<file path="config.mk">
export PLATFORM = sky130hd
export DESIGN_NAME = binary_to_decimal_ascii
export DESIGN_NICKNAME = d
export VERILOG_FILES = /design/src/hdl/b2d_pkg.sv /design/src/hdl/b2d_dabble_stage.sv /design/src/hdl/b2d_emit.sv /design/src/hdl/binary_to_decimal_ascii.sv
export SDC_FILE = /design/constraint.sdc
export NUM_CORES = 2
export LEC_CHECK = 0
export BUFFER_PORTS_ARGS = -buffer_cell sky130_fd_sc_hd__buf_4
export CORE_ASPECT_RATIO = 1.1
export CORE_UTILIZATION = 60
export DETAILED_ROUTE_END_ITERATION = 6
export GPL_TIMING_DRIVEN = 0
export MAX_ROUTING_LAYER = met4
export PLACE_DENSITY = 0.84
export SYNTH_ARGS = -nofsm -noshare
export SYNTH_HDL_FRONTEND = slang
export SYNTH_SLANG_ARGS = --single-unit
</file>
<file path="constraint.sdc">
create_clock -name i_clk -period 24 [get_ports i_clk]
set_input_delay 2.4 -clock i_clk [delete_from_list [all_inputs] [get_ports i_clk]]
set_output_delay 2.4 -clock i_clk [all_outputs]
set_load 0.05 [all_outputs]
</file>
<file path="src/hdl/b2d_pkg.sv">
// Shared types, constants and a helper function for the decimal text converter.
// Depends on nothing.
`timescale 1ns / 1ps
package b2d_pkg;

    // A 64-bit value has at most twenty decimal digits.
    localparam int NUM_DIGITS = 20;
    localparam int BCD_W      = 4 * NUM_DIGITS;
    localparam int CNT_W      = 5;

    localparam logic [5:0] ASCII_ZERO = 6'd48;

    typedef logic [3:0]       t_digit;
    typedef logic [BCD_W-1:0] t_bcd;
    typedef logic [CNT_W-1:0] t_cnt;

    // Double-dabble correction: a digit of five or more gets three added.
    function automatic t_digit add3(input t_digit d);
        add3 = (d >= 4'd5) ? d + 4'd3 : d;
    endfunction

endpackage

</file>
<file path="src/hdl/b2d_dabble_stage.sv">
// One pipeline stage of the binary to BCD conversion (shift and add three).
// Depends on b2d_pkg.
`timescale 1ns / 1ps
module b2d_dabble_stage #(
    parameter int PAD_W = 64,
    parameter int BPS   = 8
) (
    input  logic             i_clk,
    input  logic             i_rst_n,
    input  logic             i_adv,
    input  logic             i_valid,
    input  logic [PAD_W-1:0] i_bin,
    input  b2d_pkg::t_bcd    i_bcd,
    output logic             o_valid,
    output logic [PAD_W-1:0] o_bin,
    output b2d_pkg::t_bcd    o_bcd
);

    logic             r_valid;
    logic [PAD_W-1:0] r_bin;
    b2d_pkg::t_bcd    r_bcd;
    logic [PAD_W-1:0] n_bin;
    b2d_pkg::t_bcd    n_bcd;

    // Shift BPS bits of the binary word into the BCD digits.
    always_comb begin
        logic [PAD_W-1:0] bin;
        b2d_pkg::t_bcd    bcd;
        bin = i_bin;
        bcd = i_bcd;
        for (int s = 0; s < BPS; s++) begin
            for (int d = 0; d < b2d_pkg::NUM_DIGITS; d++) begin
                bcd[4*d +: 4] = b2d_pkg::add3(bcd[4*d +: 4]);
            end
            bcd = {bcd[b2d_pkg::BCD_W-2:0], bin[PAD_W-1]};
            bin = {bin[PAD_W-2:0], 1'b0};
        end
        n_bin = bin;
        n_bcd = bcd;
    end

    // Valid bit under reset; payload only moves when the pipe advances.
    always_ff @(posedge i_clk) begin
        if (!i_rst_n) begin
            r_valid <= 1'b0;
        end else if (i_adv) begin
            r_valid <= i_valid;
        end
    end

    always_ff @(posedge i_clk) begin
        if (i_adv) begin
            r_bin <= n_bin;
            r_bcd <= n_bcd;
        end
    end

    assign o_valid = r_valid;
    assign o_bin   = r_bin;
    assign o_bcd   = r_bcd;

endmodule

</file>
<file path="src/hdl/b2d_emit.sv">
// Digit serializer: drops leading zeros and sends one ASCII digit per cycle.
// Depends on b2d_pkg.
`timescale 1ns / 1ps
module b2d_emit (
    input  logic          i_clk,
    input  logic          i_rst_n,
    input  logic          i_valid,
    input  b2d_pkg::t_bcd i_bcd,
    output logic          o_ready,
    output logic          o_valid,
    output logic [5:0]    o_digit_char,
    output logic          o_last
);

    b2d_pkg::t_bcd r_bcd;
    b2d_pkg::t_cnt r_cnt;
    b2d_pkg::t_cnt n_len;
    b2d_pkg::t_cnt idx;

    // Number of significant digits; zero still has one digit.
    always_comb begin
        n_len = b2d_pkg::t_cnt'(1);
        for (int d = 1; d < b2d_pkg::NUM_DIGITS; d++) begin
            if (i_bcd[4*d +: 4] != 4'd0) begin
                n_len = b2d_pkg::t_cnt'(d + 1);
            end
        end
    end

    assign o_ready = (r_cnt == '0);

    // Load a converted number when idle, otherwise count the digits down.
    always_ff @(posedge i_clk) begin
        if (!i_rst_n) begin
            r_cnt <= '0;
        end else if (o_ready) begin
            if (i_valid) begin
                r_cnt <= n_len;
            end
        end else begin
            r_cnt <= r_cnt - b2d_pkg::t_cnt'(1);
        end
    end

    always_ff @(posedge i_clk) begin
        if (o_ready && i_valid) begin
            r_bcd <= i_bcd;
        end
    end

    // Current digit, most significant first.
    assign idx          = r_cnt - b2d_pkg::t_cnt'(1);
    assign o_valid      = !o_ready;
    assign o_digit_char = b2d_pkg::ASCII_ZERO + {2'b00, r_bcd[4*idx +: 4]};
    assign o_last       = (r_cnt == b2d_pkg::t_cnt'(1));

endmodule

</file>
<file path="src/hdl/binary_to_decimal_ascii.sv">
// Each number passes the STAGES conversion stages (STAGES is 3 to 8, from VALUE_WIDTH)
// and then the digit serializer, which sends one digit per cycle, 1 to 20 digits.
// The serializer loads a new number only when idle, after the last digit of the one before;
// the conversion pipeline holds further numbers meanwhile.
// Reset: synchronous, active low, clears all valid bits and the digit counter.
// The receiver cannot stall; each digit is shown for exactly one cycle.
`timescale 1ns / 1ps
module binary_to_decimal_ascii #(
    parameter int VALUE_WIDTH = 64
) (
    input  logic       i_clk,
    input  logic       i_rst_n,
    input  logic       start,
    input  logic [63:0] i_value,
    output logic       busy,
    output logic       o_valid,
    output logic [5:0] o_digit_char,
    output logic       o_last
);

    localparam int STAGES_MIN = (VALUE_WIDTH + 7) / 8;
    localparam int STAGES     = (STAGES_MIN < 3) ? 3 : STAGES_MIN;
    localparam int BPS        = (VALUE_WIDTH + STAGES - 1) / STAGES;
    localparam int PAD_W      = STAGES * BPS;

    logic             adv;
    logic             emit_ready;
    logic [PAD_W-1:0] pad_value;
    logic             st_valid [STAGES+1];
    logic [PAD_W-1:0] st_bin   [STAGES+1];
    b2d_pkg::t_bcd    st_bcd   [STAGES+1];

    // Zero-extend the used bits of the value to the pipeline width.
    always_comb begin
        pad_value = '0;
        pad_value[VALUE_WIDTH-1:0] = i_value[VALUE_WIDTH-1:0];
    end

    // The whole pipe moves unless its last stage waits on the serializer.
    assign adv  = !(st_valid[STAGES] && !emit_ready);
    assign busy = !adv;

    assign st_valid[0] = start;
    assign st_bin[0]   = pad_value;
    assign st_bcd[0]   = '0;

    for (genvar g = 0; g < STAGES; g++) begin : g_stage
        b2d_dabble_stage #(
            .PAD_W (PAD_W),
            .BPS   (BPS)
        ) u_stage (
            .i_clk   (i_clk),
            .i_rst_n (i_rst_n),
            .i_adv   (adv),
            .i_valid (st_valid[g]),
            .i_bin   (st_bin[g]),
            .i_bcd   (st_bcd[g]),
            .o_valid (st_valid[g+1]),
            .o_bin   (st_bin[g+1]),
            .o_bcd   (st_bcd[g+1])
        );
    end

    b2d_emit u_emit (
        .i_clk        (i_clk),
        .i_rst_n      (i_rst_n),
        .i_valid      (st_valid[STAGES]),
        .i_bcd        (st_bcd[STAGES]),
        .o_ready      (emit_ready),
        .o_valid      (o_valid),
        .o_digit_char (o_digit_char),
        .o_last       (o_last)
    );

endmodule

</file>
==> impl_results.html <==
<table>
<tr><th>Metric</th><th>Value</th></tr>
<tr><th colspan="2">Clock network</th></tr>
<tr><td>Total of hold buffers inserted after clock tree synthesis</td><td>0</td></tr>
<tr><td>Later-pin clock latency in the skew report</td><td>slightly above 0.7 ns</td></tr>
<tr><td>Number of clock buffers inserted by TritonCTS</td><td>82</td></tr>
<tr><td>Setup Fix Bufs, Post-CTS</td><td>0</td></tr>
<tr><td>Htree depth</td><td>3</td></tr>
<tr><td>CTS Sinks</td><td>691</td></tr>
<tr><td>TritonCTS clock tree</td><td>yes</td></tr>
<tr><td>Buffer type at the clock tree root</td><td>sky130_fd_sc_hd__clkbuf_16</td></tr>
<tr><td>Clk pin slew, worst setup/hold paths</td><td>~0.060 ns</td></tr>
<tr><td>Bufs on Longest Clock Path</td><td>3</td></tr>
<tr><td>Number of gates resized after cts</td><td>0</td></tr>
<tr><th colspan="2">Route</th></tr>
<tr><td>Remaining DRCs</td><td>2</td></tr>
<tr><td>Avg WL per Cell</td><td>between 10 and 15 um</td></tr>
<tr><td>Via count of the routed design</td><td>about 90000</td></tr>
<tr><td>Routed wire length</td><td>just under 200000 um</td></tr>
<tr><td>Post-detailed-route count of antenna-violating nets</td><td>0</td></tr>
<tr><td>First-pass detailed-route iteration total</td><td>7</td></tr>
<tr><td>Routed vias/inst</td><td>6.273</td></tr>
<tr><td>Violation count after the first detailed-route iteration</td><td>approximately 5800</td></tr>
<tr><th colspan="2">Critical path</th></tr>
<tr><td>Arrival time of the worst setup path</td><td>a little under 9 ns</td></tr>
<tr><td>Worst setup path category</td><td>reg2reg</td></tr>
<tr><td>Startpoint of the worst register-to-register path</td><td>g_stage[6].u_stage.o_bcd[68]$_DFFE_PN_</td></tr>
<tr><td>Worst setup path startpoint</td><td>g_stage[6].u_stage.o_bcd[68]$_DFFE_PN_</td></tr>
<tr><td>R2R setup slack</td><td>15.87 ns</td></tr>
<tr><td>Slowest Stage Delay on Critical Path</td><td>0.47 ns</td></tr>
<tr><td>Element type at the critical path end</td><td>flip-flop</td></tr>
<tr><td>CP Max Fanout</td><td>10</td></tr>
<tr><td>Worst Path Required</td><td>roughly 25 ns</td></tr>
<tr><td>CP max stage cell</td><td>sky130_fd_sc_hd__edfxtp_1</td></tr>
<tr><td>Critical Path Source Type</td><td>flip-flop</td></tr>
<tr><th colspan="2">Placed design</th></tr>
<tr><td>Cell area reported after detailed placement</td><td>between 0.09 and 0.1 mm^2</td></tr>
<tr><td>Post-detailed-placement half-perimeter wirelength</td><td>about 150000 um</td></tr>
<tr><td>GP Congestion</td><td>a little under 0.9</td></tr>
<tr><td>PortBufs</td><td>73</td></tr>
<tr><th colspan="2">Synth</th></tr>
<tr><td>Combined area of all synthesized cells</td><td>0.09381 mm^2</td></tr>
<tr><td>Yosys reg bits</td><td>691</td></tr>
<tr><td>Count of cell types in the netlist</td><td>approximately 140</td></tr>
<tr><td>Fraction of post-synthesis cell area in the top cell type by area</td><td>a little over a fifth</td></tr>
<tr><td>Primary FF master, synth</td><td>sky130_fd_sc_hd__edfxtp_1</td></tr>
<tr><td>Top post-synthesis cells by area</td><td>sky130_fd_sc_hd__edfxtp_1 (22%), sky130_fd_sc_hd__ha_1 (7.6%), sky130_fd_sc_hd__a21oi_1 (5.5%)</td></tr>
<tr><td>Commonest cells in the netlist</td><td>sky130_fd_sc_hd__a21oi_1 (1031), sky130_fd_sc_hd__nor2_1 (1015), sky130_fd_sc_hd__nand2_1 (912)</td></tr>
<tr><td>Number of warnings reported in the yosys synthesis log</td><td>0</td></tr>
<tr><td>Count leader, synth</td><td>sky130_fd_sc_hd__a21oi_1</td></tr>
<tr><td>Library cell with the largest summed area after synthesis</td><td>sky130_fd_sc_hd__edfxtp_1</td></tr>
<tr><td>Proportion of register bits with asynchronous set or reset after synthesis</td><td>0%</td></tr>
<tr><td>Average size of a mapped cell</td><td>7.913 um^2</td></tr>
<tr><td>Post-synthesis sequential area ratio</td><td>21.98%</td></tr>
<tr><td>Number of enable-type register cells in the synthesized netlist</td><td>approximately 680</td></tr>
<tr><td>Cells after synthesis</td><td>between 10000 and 15000</td></tr>
<tr><th colspan="2">Floorplan</th></tr>
<tr><td>Die height</td><td>about 420 um</td></tr>
<tr><td>Placeable core area</td><td>0.1545 mm^2</td></tr>
<tr><td>X dimension of the die</td><td>379.0 um</td></tr>
<tr><td>Initial Utilization</td><td>around three fifths</td></tr>
<tr><td>Number of standard-cell rows in the floorplan</td><td>between 150 and 200</td></tr>
<tr><td>Area enclosed by the die boundary</td><td>approximately 0.16 mm^2</td></tr>
<tr><td># IOs</td><td>between 70 and 80</td></tr>
<tr><th colspan="2">STA</th></tr>
<tr><td>Max Clk Rate</td><td>~120 MHz</td></tr>
<tr><td>Minimum period implied by the final worst setup slack</td><td>just over 8 ns</td></tr>
<tr><td>Final count of negative-setup-slack endpoints</td><td>0</td></tr>
<tr><td>Headroom to the max-slew limit</td><td>approximately 25%</td></tr>
<tr><td>Worst clock skew</td><td>roughly 0.031 ns</td></tr>
<tr><td>Number of pins exceeding their max-slew limit in the final report</td><td>0</td></tr>
<tr><td>Period utilisation layout</td><td>about a third</td></tr>
<tr><td>Unrepaired setup endpoints after global routing</td><td>false</td></tr>
<tr><td>Pin slew with the least headroom to its limit</td><td>around 1.1 ns</td></tr>
<tr><td>Final Hold Fails</td><td>0</td></tr>
<tr><th colspan="2">Global route</th></tr>
<tr><td>Overall global routing resource usage</td><td>roughly a quarter</td></tr>
<tr><td>Antenna violations before repair</td><td>2</td></tr>
<tr><td>First-pass GRT wire length</td><td>344200 um</td></tr>
<tr><td>Largest net degree at the start of global routing</td><td>82</td></tr>
<tr><td>Aggregate global routing overflow</td><td>0</td></tr>
<tr><td>Vias in the first global route</td><td>slightly above 80000</td></tr>
<tr><th colspan="2">Flow run</th></tr>
<tr><td>MaxCap Viol Count</td><td>0</td></tr>
<tr><th colspan="2">Final layout</th></tr>
<tr><td>Final design instance area without fill</td><td>about 0.10 mm^2</td></tr>
<tr><td>NumNets Final</td><td>about 13000</td></tr>
<tr><td>Layout area overhead</td><td>6.539%</td></tr>
<tr><td>Fraction of final layout cells with drive strength greater than 1</td><td>9.539%</td></tr>
<tr><td>Antenna cell count</td><td>0</td></tr>
<tr><td>Final-layout fill cell count</td><td>between 10000 and 15000</td></tr>
<tr><th colspan="2">Hold path</th></tr>
<tr><td>Worst Min Path Start</td><td>g_stage[1].u_stage.o_bin[39]$_DFFE_PN_</td></tr>
<tr><td>Min-Delay Path Class</td><td>reg2reg</td></tr>
<tr><th colspan="2">Status</th></tr>
<tr><td>Violated checks</td><td>design-rule violations</td></tr>
<tr><td>Run status</td><td>complete, but fails checks</td></tr>
</table>
per-layer routing:
layer | GRT usage (%) | share of wire (%) | vias up
met2 | 45.24 | 51 | 1806
met3 | 2.134 | 3.4 | 295
met4 | 6.192 | 1.5 | 0
met5 | - | 0 | -
li1 | - | - | 45070
met1 | 28.76 | 44 | 41610
cell type report:
type	instances	area [um^2]	area share, %
well taps	2065	2584	2.585
clock buffers	88	2096	2.097
multi-input cells	10010	68760	68.80
flip-flops and latches	691	20620	20.63
plain buffers	267	1089	1.089
clock inverters	60	618.1	0.6184
inverters	893	3354	3.356
repair buffers	83	823.3	0.8237
path summary, 6_finish.rpt:
| check | cells past startpoint | end |
|---|---|---|
| setup / recovery | 35 | g_stage[7].u_stage.o_bcd[73]$_DFFE_PN_ |
| hold reg to reg | 0 | g_stage[2].u_stage.o_bin[47]$_DFFE_PN_ |
| hold / removal | 0 | g_stage[2].u_stage.o_bin[47]$_DFFE_PN_ |
| setup reg to reg | 35 | g_stage[7].u_stage.o_bcd[73]$_DFFE_PN_ |
stage by stage:
stage	hold WS (ns)	setup TNS [ns]	cells	setup slack, ns	util, %
5_1_grt	0.4219	0	14150	15.09	64.67
3_5_place_dp	0.4045	0	14000	16.02	62.91
6_report	0.4107	0	14150	15.87	64.67
4_1_cts	0.4141	0	14150	15.99	64.67
3_3_place_gp	0.4000	-19.77	13990	-4.571	62.73
2_1_floorplan	0.4003	0	11860	0.4459	-
cell families after synthesis:
group,count (synthesis),synth area share (%)
compound gates,4541,32.64
simple gates,3616,18.82
buf+inv,1160,4.733
flops,691,21.98
mux,631,7.437
xor+xnor,617,6.474
fa+ha+maj,598,7.902
other cells,1,0.003997
cell usage in the layout (no fill, tap or decap), types with 131 or more instances in the layout:
cell type | synthesis | layout
sky130_fd_sc_hd__a211oi_1 | 206 | 206
sky130_fd_sc_hd__a21o_1 | 189 | 189
sky130_fd_sc_hd__a21oi_1 | 1031 | 1031
sky130_fd_sc_hd__a31oi_1 | 263 | 263
sky130_fd_sc_hd__and2_1 | 135 | 135
sky130_fd_sc_hd__clkbuf_1 | 201 | 206
sky130_fd_sc_hd__edfxtp_1 | 678 | 678
sky130_fd_sc_hd__ha_1 | 570 | 570
sky130_fd_sc_hd__inv_1 | 821 | 820
sky130_fd_sc_hd__mux2_2 | 253 | 253
sky130_fd_sc_hd__mux2i_1 | 332 | 332
sky130_fd_sc_hd__nand2_1 | 912 | 911
sky130_fd_sc_hd__nand2b_1 | 265 | 265
sky130_fd_sc_hd__nand3_1 | 246 | 246
sky130_fd_sc_hd__nor2_1 | 1015 | 1015
sky130_fd_sc_hd__nor2b_1 | 182 | 182
sky130_fd_sc_hd__nor3_1 | 247 | 247
sky130_fd_sc_hd__o211ai_1 | 185 | 185
sky130_fd_sc_hd__o21a_1 | 149 | 149
sky130_fd_sc_hd__o21ai_0 | 793 | 793
sky130_fd_sc_hd__o21ai_1 | 263 | 263
sky130_fd_sc_hd__o22ai_1 | 131 | 131
sky130_fd_sc_hd__xnor2_1 | 404 | 404
worst max-delay path: cells and delay by family (launching register included):
kind            cells  cell delay (ns)
compound gates     14             3.35
fa+ha+maj           6             1.56
buf+inv             7             1.35
simple gates        6             0.89
flops               1             0.47
xor+xnor            1             0.21
mux                 1             0.09
flip-flops by register name, indices dropped and copies added, names as in the netlist:
register	cells
g_stage.u_stage.o_bcd	374
g_stage.u_stage.o_bin	224
u_emit.r_bcd	80
g_stage.u_stage.o_valid	8
u_emit.r_cnt	5
Power is not shown: default switching activity piles up to over one toggle a cycle in this logic, so the estimate is an artifact.
